**src/rtl/utf8ld_pkg.sv**
```systemverilog
// ----------------------------------------------------------------------------
// utf8ld_pkg
// Shared widths, constants and types for the lenient UTF-8 decoder.
// ----------------------------------------------------------------------------
package utf8ld_pkg;

	localparam int unsigned ByteW  = 8;
	localparam int unsigned CpW    = 31;
	localparam int unsigned LeftW  = 3;
	localparam int unsigned TdataW = 32;

	localparam logic [CpW-1:0] ReplacementCp = CpW'(32'h0000_FFFD);

	// Number of trailing bytes that each lead byte form announces.
	localparam logic [LeftW-1:0] LeftNone  = 3'd0;
	localparam logic [LeftW-1:0] LeftTwo   = 3'd1;
	localparam logic [LeftW-1:0] LeftThree = 3'd2;
	localparam logic [LeftW-1:0] LeftFour  = 3'd3;
	localparam logic [LeftW-1:0] LeftFive  = 3'd4;
	localparam logic [LeftW-1:0] LeftSix   = 3'd5;
	localparam logic [LeftW-1:0] LeftMax   = LeftSix;

	// Outcome of one decode step: next state and the optional result.
	typedef struct packed {
		logic [LeftW-1:0] next_left;
		logic [CpW-1:0]   next_partial;
		logic             emit;
		logic [CpW-1:0]   code_point;
		logic             bad_lead;
	} step_res_t;

endpackage

```
**src/rtl/utf8ld_step.sv**
```systemverilog
// ----------------------------------------------------------------------------
// utf8ld_step
// Combinational decode of one byte against the pending sequence state.
// ----------------------------------------------------------------------------
module utf8ld_step
	import utf8ld_pkg::*;
(
	input  logic [ByteW-1:0] in_byte,
	input  logic [LeftW-1:0] bytes_left,
	input  logic [CpW-1:0]   partial_value,
	output step_res_t        res
);

	logic [CpW-1:0] shifted;

	assign shifted = {partial_value[CpW-7:0], in_byte[5:0]};

	always_comb begin
		res = '0;
		if (bytes_left != LeftNone) begin
			// Any byte counts as a trailing byte inside a sequence.
			res.next_left = bytes_left - 3'd1;
			if (bytes_left == LeftTwo) begin
				res.emit         = 1'b1;
				res.code_point   = shifted;
				res.next_partial = '0;
			end else begin
				res.next_partial = shifted;
			end
		end else if (in_byte[7] == 1'b0) begin
			res.emit       = 1'b1;
			res.code_point = CpW'(in_byte[6:0]);
		end else if (in_byte[7:5] == 3'b110) begin
			res.next_left    = LeftTwo;
			res.next_partial = CpW'(in_byte[4:0]);
		end else if (in_byte[7:4] == 4'b1110) begin
			res.next_left    = LeftThree;
			res.next_partial = CpW'(in_byte[3:0]);
		end else if (in_byte[7:3] == 5'b11110) begin
			res.next_left    = LeftFour;
			res.next_partial = CpW'(in_byte[2:0]);
		end else if (in_byte[7:2] == 6'b111110) begin
			res.next_left    = LeftFive;
			res.next_partial = CpW'(in_byte[1:0]);
		end else if (in_byte[7:1] == 7'b1111110) begin
			res.next_left    = LeftSix;
			res.next_partial = CpW'(in_byte[0]);
		end else begin
			// Stray continuation byte, 0xFE or 0xFF.
			res.emit       = 1'b1;
			res.code_point = ReplacementCp;
			res.bad_lead   = 1'b1;
		end
	end

endmodule

```
**src/rtl/utf8ld_out_reg.sv**
```systemverilog
// ----------------------------------------------------------------------------
// utf8ld_out_reg
// Result register that holds one decoded code point until it is taken.
// ----------------------------------------------------------------------------
module utf8ld_out_reg
	import utf8ld_pkg::*;
(
	input  logic           clk,
	input  logic           arst_n,
	input  logic           load,
	input  logic [CpW-1:0] load_cp,
	input  logic           load_bad,
	input  logic           take,
	output logic           valid,
	output logic [CpW-1:0] code_point,
	output logic           bad_lead,
	output logic           free
);

	logic           valid_q;
	logic [CpW-1:0] cp_q;
	logic           bad_q;

	assign free = !valid_q || take;

	always_ff @(posedge clk or negedge arst_n) begin
		if (!arst_n) begin
			valid_q <= 1'b0;
		end else if (load) begin
			valid_q <= 1'b1;
		end else if (take) begin
			valid_q <= 1'b0;
		end
	end

	always_ff @(posedge clk) begin
		if (load) begin
			cp_q  <= load_cp;
			bad_q <= load_bad;
		end
	end

	assign valid      = valid_q;
	assign code_point = cp_q;
	assign bad_lead   = bad_q;

endmodule

```
**src/rtl/utf8_lenient_decoder_unit.sv**
```systemverilog
// ----------------------------------------------------------------------------
// utf8_lenient_decoder_unit
// Lenient UTF-8 decoder: one byte per transaction in, one code point out.
// ----------------------------------------------------------------------------
//
//   Channel  | Dir | tdata (low bit up)            | tuser
//   ---------+-----+-------------------------------+----------
//   s_axis   | in  | in_byte[7:0]                  | -
//   m_axis   | out | code_point[30:0], zero pad[31]| bad_lead
//
// Each byte is held in the input register, then the decode logic loads the
// result register. A new byte can be accepted in every cycle while the
// output is not stalled; throughput is one byte per clock, set by the
// single decode stage between the input register and the result register.
// Reset clears the sequence state and all valid flags. A stalled output only
// blocks the input register when the byte held there would produce a result.
//
module utf8_lenient_decoder_unit
	import utf8ld_pkg::*;
(
	input  logic              clk,
	input  logic              arst_n,
	input  logic              s_tvalid,
	output logic              s_tready,
	input  logic [ByteW-1:0]  s_tdata,   // [7:0] in_byte
	output logic              m_tvalid,
	input  logic              m_tready,
	output logic [TdataW-1:0] m_tdata,   // [30:0] code_point, [31] zero
	output logic              m_tuser    // [0] bad_lead
);

	// Input register stage.
	logic             valid_s1;
	logic [ByteW-1:0] byte_s1;

	// Pending sequence state.
	logic [LeftW-1:0] left_q;
	logic [CpW-1:0]   partial_q;

	step_res_t        res;
	logic             out_free;
	logic             s1_go;
	logic [CpW-1:0]   out_cp;

	utf8ld_step u_step (
		.in_byte       (byte_s1),
		.bytes_left    (left_q),
		.partial_value (partial_q),
		.res           (res)
	);

	// The held byte moves on when it yields no result or the result slot frees.
	assign s1_go    = valid_s1 && (!res.emit || out_free);
	assign s_tready = !valid_s1 || s1_go;

	always_ff @(posedge clk or negedge arst_n) begin
		if (!arst_n) begin
			valid_s1  <= 1'b0;
			left_q    <= LeftNone;
			partial_q <= '0;
		end else begin
			if (s_tready) begin
				valid_s1 <= s_tvalid;
			end
			if (s1_go) begin
				left_q    <= res.next_left;
				partial_q <= res.next_partial;
			end
		end
	end

	always_ff @(posedge clk) begin
		if (s_tvalid && s_tready) begin
			byte_s1 <= s_tdata;
		end
	end

	utf8ld_out_reg u_out (
		.clk        (clk),
		.arst_n     (arst_n),
		.load       (s1_go && res.emit),
		.load_cp    (res.code_point),
		.load_bad   (res.bad_lead),
		.take       (m_tready),
		.valid      (m_tvalid),
		.code_point (out_cp),
		.bad_lead   (m_tuser),
		.free       (out_free)
	);

	assign m_tdata = {1'b0, out_cp};

	// A result produced by the decode stage is offered in the next cycle.
	a_emit_shows: assert property (@(posedge clk) disable iff (!arst_n)
		s1_go && res.emit |=> m_tvalid)
		else $error("decoded result not presented");

	// Emitting a result always closes the pending sequence.
	a_emit_idle: assert property (@(posedge clk) disable iff (!arst_n)
		s1_go && res.emit |=> left_q == LeftNone)
		else $error("sequence still pending after emit");

	// No sequence announces more than five trailing bytes.
	a_left_range: assert property (@(posedge clk) disable iff (!arst_n)
		left_q <= LeftMax)
		else $error("trailing byte count out of range");

	// A flagged result always carries the replacement character.
	a_bad_cp: assert property (@(posedge clk) disable iff (!arst_n)
		m_tvalid && m_tuser |-> out_cp == ReplacementCp)
		else $error("bad lead without replacement character");

endmodule

```
**config.mk**
```make
export PLATFORM = sky130hd
export DESIGN_NAME = utf8_lenient_decoder_unit
export DESIGN_NICKNAME = d
export VERILOG_FILES = /design/src/rtl/utf8ld_pkg.sv /design/src/rtl/utf8ld_step.sv /design/src/rtl/utf8ld_out_reg.sv /design/src/rtl/utf8_lenient_decoder_unit.sv
export SDC_FILE = /design/constraint.sdc
export NUM_CORES = 1
export LEC_CHECK = 0
export ABC_AREA = 1
export BUFFER_PORTS_ARGS = -buffer_cell sky130_fd_sc_hd__buf_2
export CORE_MARGIN = 3
export CORE_UTILIZATION = 55
export DETAILED_ROUTE_END_ITERATION = 16
export PLACE_DENSITY = 0.77
export SYNTH_ARGS = -nofsm -noshare
export SYNTH_HDL_FRONTEND = slang
export SYNTH_SLANG_ARGS = --single-unit
```
**constraint.sdc**
```tcl
create_clock -name clk -period 4.9 [get_ports clk]
set_clock_uncertainty 0.05 [all_clocks]
set_input_delay 0.245 -clock clk [delete_from_list [all_inputs] [get_ports clk]]
set_output_delay 0.245 -clock clk [all_outputs]
set_load 0.005 [all_outputs]
```
# [Yosys cells after proc, flatten, opt, wreduce, memory -nomap -nowiden]
# Cells that the tools add are included.
# W data, S select, Z words.
[classes] addsub=1 eq_ne=6 muxes=17 n_bitwise=1 reduce_logical=12
[ops] cell="$mux W34" count=6
[ops] cell="$mux W33" count=5
[ops] cell="$mux W66" count=1
[ops] cell="$mux W32" count=2
[ops] cell="$mux W31" count=1
[ops] cell="$eq A7 B7 Y1 const B" count=1
[ops] cell="$eq A6 B6 Y1 const B" count=1
[ops] cell="$reduce_or A6 Y1" count=1
[ops] cell="$eq A5 B5 Y1 const B" count=1
[ops] cell="$eq A4 B4 Y1 const B" count=1
[ops] cell="$eq A3 B1 Y1 const B" count=1
[ops] cell="$eq A3 B3 Y1 const B" count=1
[ops] cell="$logic_and A1 B1 Y1" count=3
[ops] cell="$logic_not A1 Y1" count=3
[ops] cell="$logic_or A1 B1 Y1" count=3
[ops] cell="$reduce_bool A3 Y1" count=1
[ops] cell="$sub A3 B1 Y3 const B" count=1
[ops] cell="$mux W1" count=2
[ops] cell="$reduce_bool A2 Y1" count=1
[ops] cell="$not A1 Y1" count=1
[totals] reg_bits=70 input_bits=12 output_inout_bits=35 elab_cells=44

# [Longest topological paths before layout]
# Gate-level depths: netlist of run 1.
[logic_depth] depth_word=13 mapped_depth=12

# [Cells and area by module]
# Synthesis of run 1 repeated with hierarchy kept, for this count alone.
[hier_totals] cells_unflattened=362 area_unflattened_um2=3408.3
[by_module_without_submodules] mod="utf8_lenient_decoder_unit" instances=1 cells_per_inst=166 area_per_inst_um2=1675.4 seq_area_each_um2=1116.1
[by_module_without_submodules] mod="utf8ld_out_reg" instances=1 cells_per_inst=37 area_per_inst_um2=1006.0 seq_area_each_um2=985.9
[by_module_without_submodules] mod="utf8ld_step" instances=1 cells_per_inst=159 area_per_inst_um2=726.9 seq_area_each_um2=0.0

# [Worst setup path before layout of run 1]
# No wires, ideal clock.
[synth_timing] path_type="register to register" start="register left_q[0]" end="register u_out.bad_q (netlist: u_out.bad_lead) (enable)" t_arrival_ns=2.169 required_time_ns=4.463 setup_slack_ns=2.294 path_stages_with_launch=13 period_less_slack_ns=2.606 cell_sequence="dfrtp_1 -> inv_1 -> ha_1 -> nor2_2 -> nand2_2 -> o21ai_2 -> inv_2 -> nand2_4 -> nand2_4 -> buf_8 -> buf_12 -> nand3_1 -> inv_1"
[synth_between] elab_chain_len=7 word_cells_on_any_way=8 cone_classes="1 x eq/ne; 2 x mux; 5 x reduce/logical"
[synth_rtl] item="start: declaration" line_no="utf8_lenient_decoder_unit.sv:37" rtl="logic [LeftW-1:0] left_q;"
[synth_rtl] item="start signal: assignment" line_no="utf8_lenient_decoder_unit.sv:59" rtl="left_q <= LeftNone;"
[synth_rtl] item="start signal: assignment" line_no="utf8_lenient_decoder_unit.sv:66" rtl="left_q <= res.next_left;"
[synth_rtl] item="$eq A3 B1 Y1" line_no="utf8ld_step.sv:23" rtl="if (bytes_left == LeftTwo) begin"
[synth_rtl] item="$mux W32" line_no="utf8ld_step.sv:23"
[synth_rtl] item="$mux W66 *" line_no="utf8ld_step.sv:20" rtl="if (bytes_left != LeftNone) begin"
[synth_rtl] item="$logic_not A1 Y1" line_no="utf8_lenient_decoder_unit.sv:53" rtl="assign s1_go = valid_s1 && (!res.emit || out_free);"
[synth_rtl] item="$logic_or A1 B1 Y1" line_no="utf8_lenient_decoder_unit.sv:53"
[synth_rtl] item="$logic_and A1 B1 Y1" line_no="utf8_lenient_decoder_unit.sv:53"
[synth_rtl] item="$logic_and A1 B1 Y1 *" line_no="utf8_lenient_decoder_unit.sv:81" rtl=".load (s1_go && res.emit),"
[synth_rtl] item="via u_out.load" line_no="utf8ld_out_reg.sv:10" rtl="input logic load,"
[synth_rtl] item="end signal: assignment" line_no="utf8ld_out_reg.sv:39" rtl="bad_q <= load_bad;"
[synth_rtl] item="end: declaration" line_no="utf8ld_out_reg.sv:22" rtl="logic bad_q;"
# Mark *: on every way through the listed nets, which the timed path passes. The rest lies on a longest branch.
# A chain may end at the register's enable or synchronous reset.

# [Worst setup path after layout of run 1]
[layout_timing] start="register left_q[0]" end="register u_out.cp_q[16] (netlist: u_out.code_point[16]) (enable)"
[layout_between] elab_chain_len=7 word_cells_on_any_way=8 cone_classes="1 x eq/ne; 2 x mux; 5 x reduce/logical"
[layout_rtl] item="$eq A3 B1 Y1" line_no="utf8ld_step.sv:23"
[layout_rtl] item="$mux W32" line_no="utf8ld_step.sv:23"
[layout_rtl] item="$mux W66 *" line_no="utf8ld_step.sv:20"
[layout_rtl] item="$logic_not A1 Y1" line_no="utf8_lenient_decoder_unit.sv:53"
[layout_rtl] item="$logic_or A1 B1 Y1" line_no="utf8_lenient_decoder_unit.sv:53"
[layout_rtl] item="$logic_and A1 B1 Y1" line_no="utf8_lenient_decoder_unit.sv:53"
[layout_rtl] item="$logic_and A1 B1 Y1 *" line_no="utf8_lenient_decoder_unit.sv:81"
[layout_rtl] item="via u_out.load" line_no="utf8ld_out_reg.sv:10"
[layout_rtl] item="end signal: assignment" line_no="utf8ld_out_reg.sv:38" rtl="cp_q <= load_cp;"
[layout_rtl] item="end: declaration" line_no="utf8ld_out_reg.sv:21" rtl="logic [CpW-1:0] cp_q;"
# Marked as above.

==> reports/results.txt, run 1 <==
N_diodes: 0
H-tree Lvls: 3
Ys flop type: edfxtp_1
Peak VDD IR: 0.000450 V
CP endpoint kind: flop
Arrival @ worst endpoint: 3.27 ns
DR WL/cell: 12.0 um
Root buffer cell: clkbuf_8
Die span in x: 82.4 um
Worst min path class: input pin to flop
DR vias/cell: 5.02
Max Fclk: 297 MHz
Clk slew on worst S/H paths: 0.07 ns
WHS: 0.0275 ns
CP max FO: 32
Fin area: 3620 um^2
Placed inst area: 3420 um^2
CTS Sinks: 70
Synth unique cells: 27
Vias in the first global route: 2167
Antenna viol nets, final: 0
Cell family with most CP delay: buffers and inverters
Die area: 6790 um^2
RePlAce Congestion: 0.881
FF+latch count, synth: 70
Final Net Count: 378
Clock Latency Late Sink: 0.34 ns
Final period utilization: 0.687
Initial detailed-routing violation count: 129
Setup Fix Bufs, Post-CTS: 0
Total track usage: 0.188
Syn-to-layout area delta: 12.7%
Syn nets: 334
CTS Hold Bufs: 1
Final hold vios: 0
Pwr Density: 587 nW/um^2
Largest net degree at the start of global routing: 33
Setup ws final: 1.53 ns
Worst path max stage delay: 0.86 ns
Grt total ovfl: 0
Die height: 82.4 um
CP Depth: 10
DP HPWL: 3.51 mm
Post-CTS Resized: 0
Initial antenna violation count: 0
Starting Density: 0.576
Status: completed
Drt drc: 0
Layout cells sized above 1: 0.258
Relative slew slack: 0.215
Cells after DPL: 423
Final Max Slew Viols: 0
CTS Buf Count: 9
Final Setup Violations: 0
Crit Path Category: flop to flop
Max Root-Sink Buffers: 2
Max_cap viols: 0
Min Tclk post-route: 3.37 ns
Final core utilization: 0.649
RSZ-0062 raised after global routing: false
Worst path cell trace: inv_1 -> ha_1 -> nor2_2 -> nand2_2 -> o21ai_2 -> inv_2 -> nand2_4 -> nand2_4 -> nand3_1 -> inv_1
EDFF count, synth: 40
Hold path depth: 1
TritonCTS clock tree: built
Crit path buf inv count: 3
Vias: 2209
Total negative slack: 0 ns
Worst setup SP type: flop
Routed WL: 5.29 mm
Cells after Synth: 319
Synthesized area: 3210 um^2
Crit-path slowest cell: inv_1
Leak pwr: 1.69 nW
Final std cells w/o fill: 440
# IOs: 47
Syn_area_per_cell: 10.1 um^2
Drt first pass iters: 4
Synth warn: 0
Num rows: 27
WP data required: 4.81 ns
Post-synth ARST share: 0.429
Global-route wire length before repair: 9.47 mm
Worst slack, placed: 1.49 ns
Port Buffers: 45
Post-synthesis sequential area ratio: 0.608
Worst-Margin Slew: 1.18 ns
Core footprint: 5570 um^2
R2r worst-path depth: 10
Total power: 2.12 mW
[cell families (layout without fill, tap and decap cells)]
logic type / Yosys count / count (layout) / share of synthesized area
and+or+nand+nor: 169 / 169 / 0.260
other: 1 / 1 / 0.00117
DFF: 70 / 70 / 0.608
adders and majority gates: 3 / 3 / 0.0117
buffers and inverters: 56 / 105 / 0.0846
AOI/OAI and AO/OA: 20 / 20 / 0.0339
[final timing paths]
path	end	slack, ns	startpoint
max	u_out.code_point[16]	1.53	left_q[0]
min	byte_s1[4]	0.03	s_tdata[4]
max reg2reg	u_out.code_point[16]	1.53	left_q[0]
min reg2reg	partial_q[18]	0.42	partial_q[18]
max in group asynchronous	partial_q[8]	3.95	arst_n
min in group asynchronous	partial_q[23]	0.42	arst_n
[Yosys cell counts (2+ instances only)]
library cell	count	area, um^2
buf_1	2	7.51
buf_12	2	40.0
buf_2	2	10.0
buf_4	4	30.0
clkbuf_1	3	11.3
dfrtp_1	30	751
edfxtp_1	40	1200
ha_1	3	37.5
inv_1	40	150
inv_2	2	7.51
nand2_1	78	293
nand2_2	3	18.8
nand2_4	4	45.0
nand3_1	14	70.1
nand3_2	19	190
nand4_1	2	12.5
nor2_1	44	165
nor2_2	2	12.5
nor2_4	2	22.5
o21ai_0	16	80.1
[where the power goes]
part | leakage (nW) | switching [mW] | internal (mW) | total, mW
clock | 0.0948 | 0.209 | 0.231 | 0.440
sequential | 0.784 | 0.0725 | 0.875 | 0.947
combinational | 0.809 | 0.498 | 0.237 | 0.735
total | 1.69 | 0.779 | 1.34 | 2.12
[layout by cell type (no fill, tap or decap), types with 2 or more instances in the layout]
cell	n
inv_2	2
nand3_2	19
inv_1	40
nand2_2	3
o21ai_0	16
nand3_1	14
nor2_1	44
dfrtp_1	30
clkbuf_8	9
clkinvlp_4	2
clkinv_2	4
ha_1	3
nand2_4	4
edfxtp_1	40
nor2_4	2
nand2_1	78
nor2_2	2
buf_2	45
nand4_1	2
[cell type report]
| class | count | area [um^2] |
|---|---|---|
| flip-flops and latches | 70 | 1950 |
| multi-input cells | 193 | 985 |
| inverters | 42 | 158 |
| clock buffers | 9 | 124 |
| fillers | 452 | 1960 |
| clock inverters | 7 | 65.1 |
| well taps | 72 | 90.1 |
| repair buffers | 47 | 243 |
[flip-flops by register name, summed over array words and instances (netlist names)]
register / flops
left_q: 3
partial_q: 25
byte_s1: 8
u_out.code_point: 31
u_out.bad_lead: 1
u_out.valid: 1
valid_s1: 1
[worst reg2reg max path, stage by stage (launching register included)]
cell and delay [ns]:
dfrtp_1 0.41, inv_1 0.11, ha_1 0.24, nor2_2 0.07, nand2_2 0.37, o21ai_2 0.18, inv_2 0.16, nand2_4 0.08
nand2_4 0.32, nand3_1 0.12, inv_1 0.86
[metal layers]
metal / vias to the layer above / part of all wire / track usage
li1: 1095 / - / -
met3: 11 / 0.065 / 0.0553
met2: 69 / 0.49 / 0.312
met1: 1034 / 0.42 / 0.215
met5: - / 0 / 0
met4: 0 / 0.020 / 0.110
Power figures use the tool's default switching activity.
==> run 2: changes to the inputs <==
Settings changed: ABC_AREA 1 to 0.
Clock period 4.9 ns to 3.15 ns, I/O delays scaled along.
==> run 2 against run 1 <==
Net effect:
- global-route usage up 0.42 points
- first-iteration DRC count up 16%
- sequential power up 64%
- synthesized area down 3.2%
- count of clock-buffer cells in the layout up 2
- highest routed layer unchanged
- sequential cell count unchanged
- clock power up 38%
- via count down 13%
- design area up 0.10%
- cell count down 19%
- core utilization up 3.8 points
- combinational power up 39%
- critical path type is now flop to primary output
==> reports/results.txt, run 2 <==
Total negative slack: 0 ns
Final period utilization: 0.789
Port Buffers: 45
Vias: 1915
Min Tclk post-route: 2.48 ns
DP HPWL: 3.59 mm
R2r worst-path depth: 7
Adder-cell share of the synthesized area: 0.0121
Final Net Count: 295
Core footprint: 5270 um^2
RePlAce Congestion: 0.825
Switching Fraction: 0.351
WHS: 0.218 ns
R2r startpoint: left_q[0]
Crit Path Category: flop to primary output
Worst min path class: input pin to flop
Cells after Synth: 222
Sw Pwr: 1.11 mW
Reg power frac: 0.487
Worst Hold Endpoint: u_out.valid
Max Root-Sink Buffers: 2
Area of the multi-input gates: 1040 um^2
Global-route wire length before repair: 9.27 mm
Peak VDD IR: 0.000488 V
Initial antenna violation count: 0
Worst setup SP type: flop
Fill count: 380
Synth warn: 0
Synth top area cells: edfxtp_1, dfrtp_1, o2bb2ai_2
RSZ-0062 raised after global routing: false
Relative slew slack: 0.396
H-tree Lvls: 3
Area leader, netlist: edfxtp_1
Pwr Density: 877 nW/um^2
FF+latch count, synth: 70
CTS Sinks: 70
Mux share of post-synthesis cell area: 0.00805
Vias in the first global route: 1854
Worst reg-to-reg setup slack: 0.67 ns
Post-CTS Resized: 0
Most common cell in the netlist: edfxtp_1
Simple-gate share of the synthesized area: 0.122
Met2 GRT Util: 0.303
Grt total ovfl: 0
Post-synthesis sequential area ratio: 0.628
Top-area cell type share of the netlist area: 0.387
Clk network pwr share: 0.191
CP endpoint kind: primary output
Die span in x: 81.2 um
Die height: 81.2 um
Ys flop type: edfxtp_1
Final hold vios: 0
Layout cells sized above 1: 0.330
Syn-to-layout area delta: 16.5%
Most frequent cells in the layout: buf_2, edfxtp_1, nand2_1, dfrtp_1, o2bb2ai_2
Max Fclk: 402 MHz
Area fraction in compound gates after synthesis: 0.189
DR vias/cell: 5.39
Syn_area_per_cell: 14.0 um^2
DR WL/cell: 15.6 um
Reg-to-Reg End: u_out.code_point[2]
Leak pwr: 1.58 nW
Min-Delay Startpoint: m_tready
Hold path depth: 3
Drt first pass iters: 4
Largest net degree at the start of global routing: 33
Clk slew on worst S/H paths: 0.07 ns
GR Layer Usage met3: 0.0432
Max reg flops: 31
# IOs: 47
Largest family of logic cells by synthesized area: compound AO/OA/AOI/OAI gates
Total power: 3.18 mW
Logic pwr share: 0.321
Final Setup Violations: 0
Final Max Slew Viols: 0
Met1 usage: 0.246
Syn nets: 237
Initial detailed-routing violation count: 150
Commonest non-fill, non-tap cell in the layout: buf_2
Die area: 6590 um^2
Register area: 1950 um^2
Power Internal: 2.06 mW
CP max FO: 10
Top Usage Layer GRT: met2
Synth unique cells: 45
Worst-Margin Slew: 0.902 ns
N_diodes: 0
Post-synth ARST share: 0.429
Clock Latency Late Sink: 0.34 ns
Max_cap viols: 0
Starting Density: 0.590
Synthesized area: 3110 um^2
Drt drc: 0
CTS Buf Count: 9
Root buffer cell: clkbuf_8
Status: completed
Arrival @ worst endpoint: 2.28 ns
Post-synth top cells: edfxtp_1, nand2_1, dfrtp_1, o2bb2ai_2, and2_1
Routed WL: 5.55 mm
TritonCTS clock tree: built
XOR/XNOR Fraction of Synth Area: 0
WP data required: 2.94 ns
Total track usage: 0.192
EDFF count, synth: 40
Num rows: 26
Antenna viol nets, final: 0
-- run 2: changes by cell type in the layout (fill, tap and decap cells not counted), sizes merged, moves of 4 or more --
cell	change
a21o	+15
and2	+17
inv	-38
nand3	-31
dlygate4sd3	+9
nand2b	+4
o2bb2ai	+20
nor2	-41
nand2	-54
buf	+5
o21ai	-13
-- run 2: what timing repair did --
action	in CTS	in global routing
hold endpoints to repair	39	0
hold buffers	10	0
buffers inserted	0	0
-- run 2: kinds of logic after synthesis --
| group | after synthesis |
|---|---|
| AND/OR/NAND/NOR | 72 |
| flip-flops | 70 |
| AO/OA/AOI/OAI | 56 |
| buffers and inverters | 18 |
| adder cells (fa/ha/maj) | 3 |
| multiplexers | 2 |
| other | 1 |
-- run 2: how the worst max path moves through the flow --
stage,startpoint,endpoint,depth (start not counted)
6_report,left_q[0],s_tready,7
2_1_floorplan,left_q[0],u_out.bad_lead,6
5_1_grt,left_q[0],u_out.code_point[2],7
4_1_cts,left_q[0],s_tready,7
3_3_place_gp,left_q[0],u_out.code_point[15],7
3_5_place_dp,left_q[0],u_out.code_point[15],7
-- run 2: metrics by stage --
step           std cells  utilization  cell area, um^2  setup WS (ns)
6_report             355        0.687             3620          0.665
4_1_cts              355        0.687             3620          0.654
3_5_place_dp         329        0.638             3360          0.695
5_1_grt              355        0.687             3620          0.438
2_1_floorplan        222            -             3110          0.497
3_3_place_gp         329        0.638             3360          0.807
-- run 2: power by group through the flow --
stage / Sequential (mW) / Clock, mW / Combinational, mW
after global routing: 1.59 / 0.654 / 1.14
after floorplan: 1.52 / 0 / 0.750
after CTS: 1.55 / 0.612 / 1.03
final: 1.55 / 0.608 / 1.02
after global placement: 1.55 / 0 / 0.979
after detailed placement: 1.56 / 0 / 1.02
-- run 2: final cells by class --
type                       instances  area share
sequential                        70       0.539
multi-input combinational        134       0.286
timing repair buffer              61       0.102
clock buffer                      11      0.0363
tap                               70      0.0242
clock inverter                     5     0.00760
inverter                           4     0.00415
-- run 2: metal layers --
layer / vias up / share of wire
met1: 922 / 0.45
met5: - / 0
met2: 54 / 0.48
met4: 0 / 0.025
met3: 14 / 0.048
li1: 925 / -
-- run 2: worst max-delay path: stages, from the launching register on --
cell      delay (ns)
dfrtp_1         0.38
inv_1           0.12
ha_1            0.30
nand2b_1        0.13
a21oi_2         0.42
o21ai_1         0.21
or2_1           0.25
buf_2           0.13
==> run 3: changes to the inputs <==
Settings changed: CORE_UTILIZATION 55 to 51, PLACE_DENSITY 0.77 to 0.76.
Clock period 3.15 ns to 2.2 ns, I/O delays scaled along.
==> run 3 against run 2 <==
Net effect:
- wire length rose by 3.9%
- sequential share of layout area fell by 2.4 points
- core utilization fell by 2.4 points
- die area rose by 7.3%
- first-iteration DRC count fell by 21%
- count of clock-buffer cells in the layout fell by 2
- setup slack got worse by 0.57 ns
- combinational power rose by 64%
- largest power group unchanged
- clock power rose by 81%
- hold slack got worse by 0.044 ns
==> reports/results.txt, run 3 (synthesis results as in run 2) <==
Met1 usage: 0.223
Total track usage: 0.175
Worst Hold Endpoint: u_out.valid
Root buffer cell: clkbuf_8
Initial detailed-routing violation count: 119
Fill count: 423
TritonCTS clock tree: built
Worst slack, placed: -0.0225 ns
Status: completed
Relative slew slack: 0.539
Clock Latency Late Sink: 0.34 ns
Core footprint: 5710 um^2
CTS Sinks: 70
Drt first pass iters: 4
RePlAce Congestion: 0.926
Most frequent cells in the layout: buf_2, edfxtp_1, nand2_1, dfrtp_1, o2bb2ai_2
N_diodes: 0
Final Net Count: 301
Syn-to-layout area delta: 21.8%
Max reg flops: 31
CTS Buf Count: 9
Crit path buf inv count: 2
Port Buffers: 45
Crit-path slowest cell: dfrtp_1
CP max FO: 7
Global-route wire length before repair: 9.80 mm
Met2 GRT Util: 0.281
Hold path depth: 3
Num rows: 27
Clk slew on worst S/H paths: 0.07 ns
Worst min path class: input pin to flop
Final hold vios: 0
Max_cap viols: 0
Routed WL: 5.77 mm
Worst path cell trace: inv_1 -> ha_4 -> nand2b_4 -> a211oi_2 -> o21ai_2 -> or2_1 -> buf_2
Final Max Slew Viols: 0
Initial antenna violation count: 0
CP endpoint kind: primary output
Reg-to-Reg End: partial_q[4]
Setup ws final: 0.0993 ns
Pwr Density: 1310 nW/um^2
Die span in x: 84.1 um
Crit Path Category: flop to primary output
Max Root-Sink Buffers: 2
Cell family with most CP delay: compound AO/OA/AOI/OAI gates
Vias in the first global route: 2045
Min-Delay Startpoint: m_tready
Die height: 84.1 um
H-tree Lvls: 3
Vias: 1981
Total power: 4.97 mW
Grt total ovfl: 0
Antenna viol nets, final: 0
Worst setup SP type: flop
# IOs: 47
Final period utilization: 0.955
Starting Density: 0.544
Leak pwr: 1.66 nW
Worst-Margin Slew: 0.691 ns
WP data required: 2.04 ns
Min Tclk post-route: 2.10 ns
Max Fclk: 476 MHz
GR Layer Usage met3: 0.0405
Top Usage Layer GRT: met2
Worst reg-to-reg setup slack: 0.14 ns
DP HPWL: 3.85 mm
Area of the multi-input gates: 1070 um^2
Drt drc: 0
DR vias/cell: 5.46
Arrival @ worst endpoint: 1.94 ns
Commonest non-fill, non-tap cell in the layout: buf_2
R2r startpoint: left_q[1]
Worst path max stage delay: 0.39 ns
Die area: 7060 um^2
DR WL/cell: 15.9 um
Peak VDD IR: 0.000875 V
Register area: 1950 um^2
R2r worst-path depth: 7
Layout cells sized above 1: 0.371
Largest net degree at the start of global routing: 33
Final Setup Violations: 0
## run 3: final cells by class
class,instances,share of cell area
clock buffer,9,0.0327
inverter,4,0.00397
sequential,70,0.516
timing repair buffer,67,0.116
clock inverter,7,0.0235
tap,72,0.0238
multi-input combinational,134,0.284
## run 3: what timing repair did
action                     4_1_cts  5_1_grt
gates resized for setup          2        2
hold buffers                    10        0
hold endpoints to repair        39        0
setup endpoints to repair        2       22
pin swaps                        2        1
buffers inserted                 2        0
## run 3: worst register-to-register path, cell delays in order (launching register included)
cell	delay, ns
dfrtp_1	0.39
inv_1	0.15
ha_4	0.21
nand2b_1	0.18
a211oi_1	0.09
or3b_4	0.47
buf_4	0.24
a21o_1	0.19
## run 3: how the worst max path moves through the flow
stage / end / cells past startpoint / slack (ns) / from
after floorplan: u_out.bad_lead / 6 / 0.02 / left_q[0]
after global placement: partial_q[4] / 7 / 0.06 / left_q[0]
after detailed placement: partial_q[4] / 7 / -0.02 / left_q[0]
after CTS: s_tready / 7 / 0.02 / left_q[0]
after global routing: s_tready / 7 / -0.01 / left_q[1]
final: s_tready / 7 / 0.1 / left_q[1]
## run 3: stage by stage
step / utilization / setup TNS, ns / cell area, um^2 / std cells / hold WS (ns)
2_1_floorplan: - / 0 / 3130 / 222 / -0.236
3_3_place_gp: 0.602 / 0 / 3440 / 335 / 0.127
3_5_place_dp: 0.602 / -0.0225 / 3440 / 335 / 0.144
4_1_cts: 0.661 / 0 / 3770 / 363 / 0.167
5_1_grt: 0.663 / -0.0123 / 3780 / 363 / 0.223
6_report: 0.663 / 0 / 3780 / 363 / 0.174
## run 3: routing by layer
metal,part of all wire,wire [um],up-vias
met5,0,0,-
li1,-,-,934
met2,0.49,2840,68
met4,0.019,108,0
met3,0.055,316,13
met1,0.43,2500,966
## run 3: power breakdown
| part | internal [mW] | switching (mW) | total [mW] |
|---|---|---|---|
| Combinational | 0.765 | 0.908 | 1.67 |
| Sequential | 1.92 | 0.288 | 2.21 |
| Clock | 0.629 | 0.467 | 1.10 |
| Total | 3.31 | 1.66 | 4.97 |
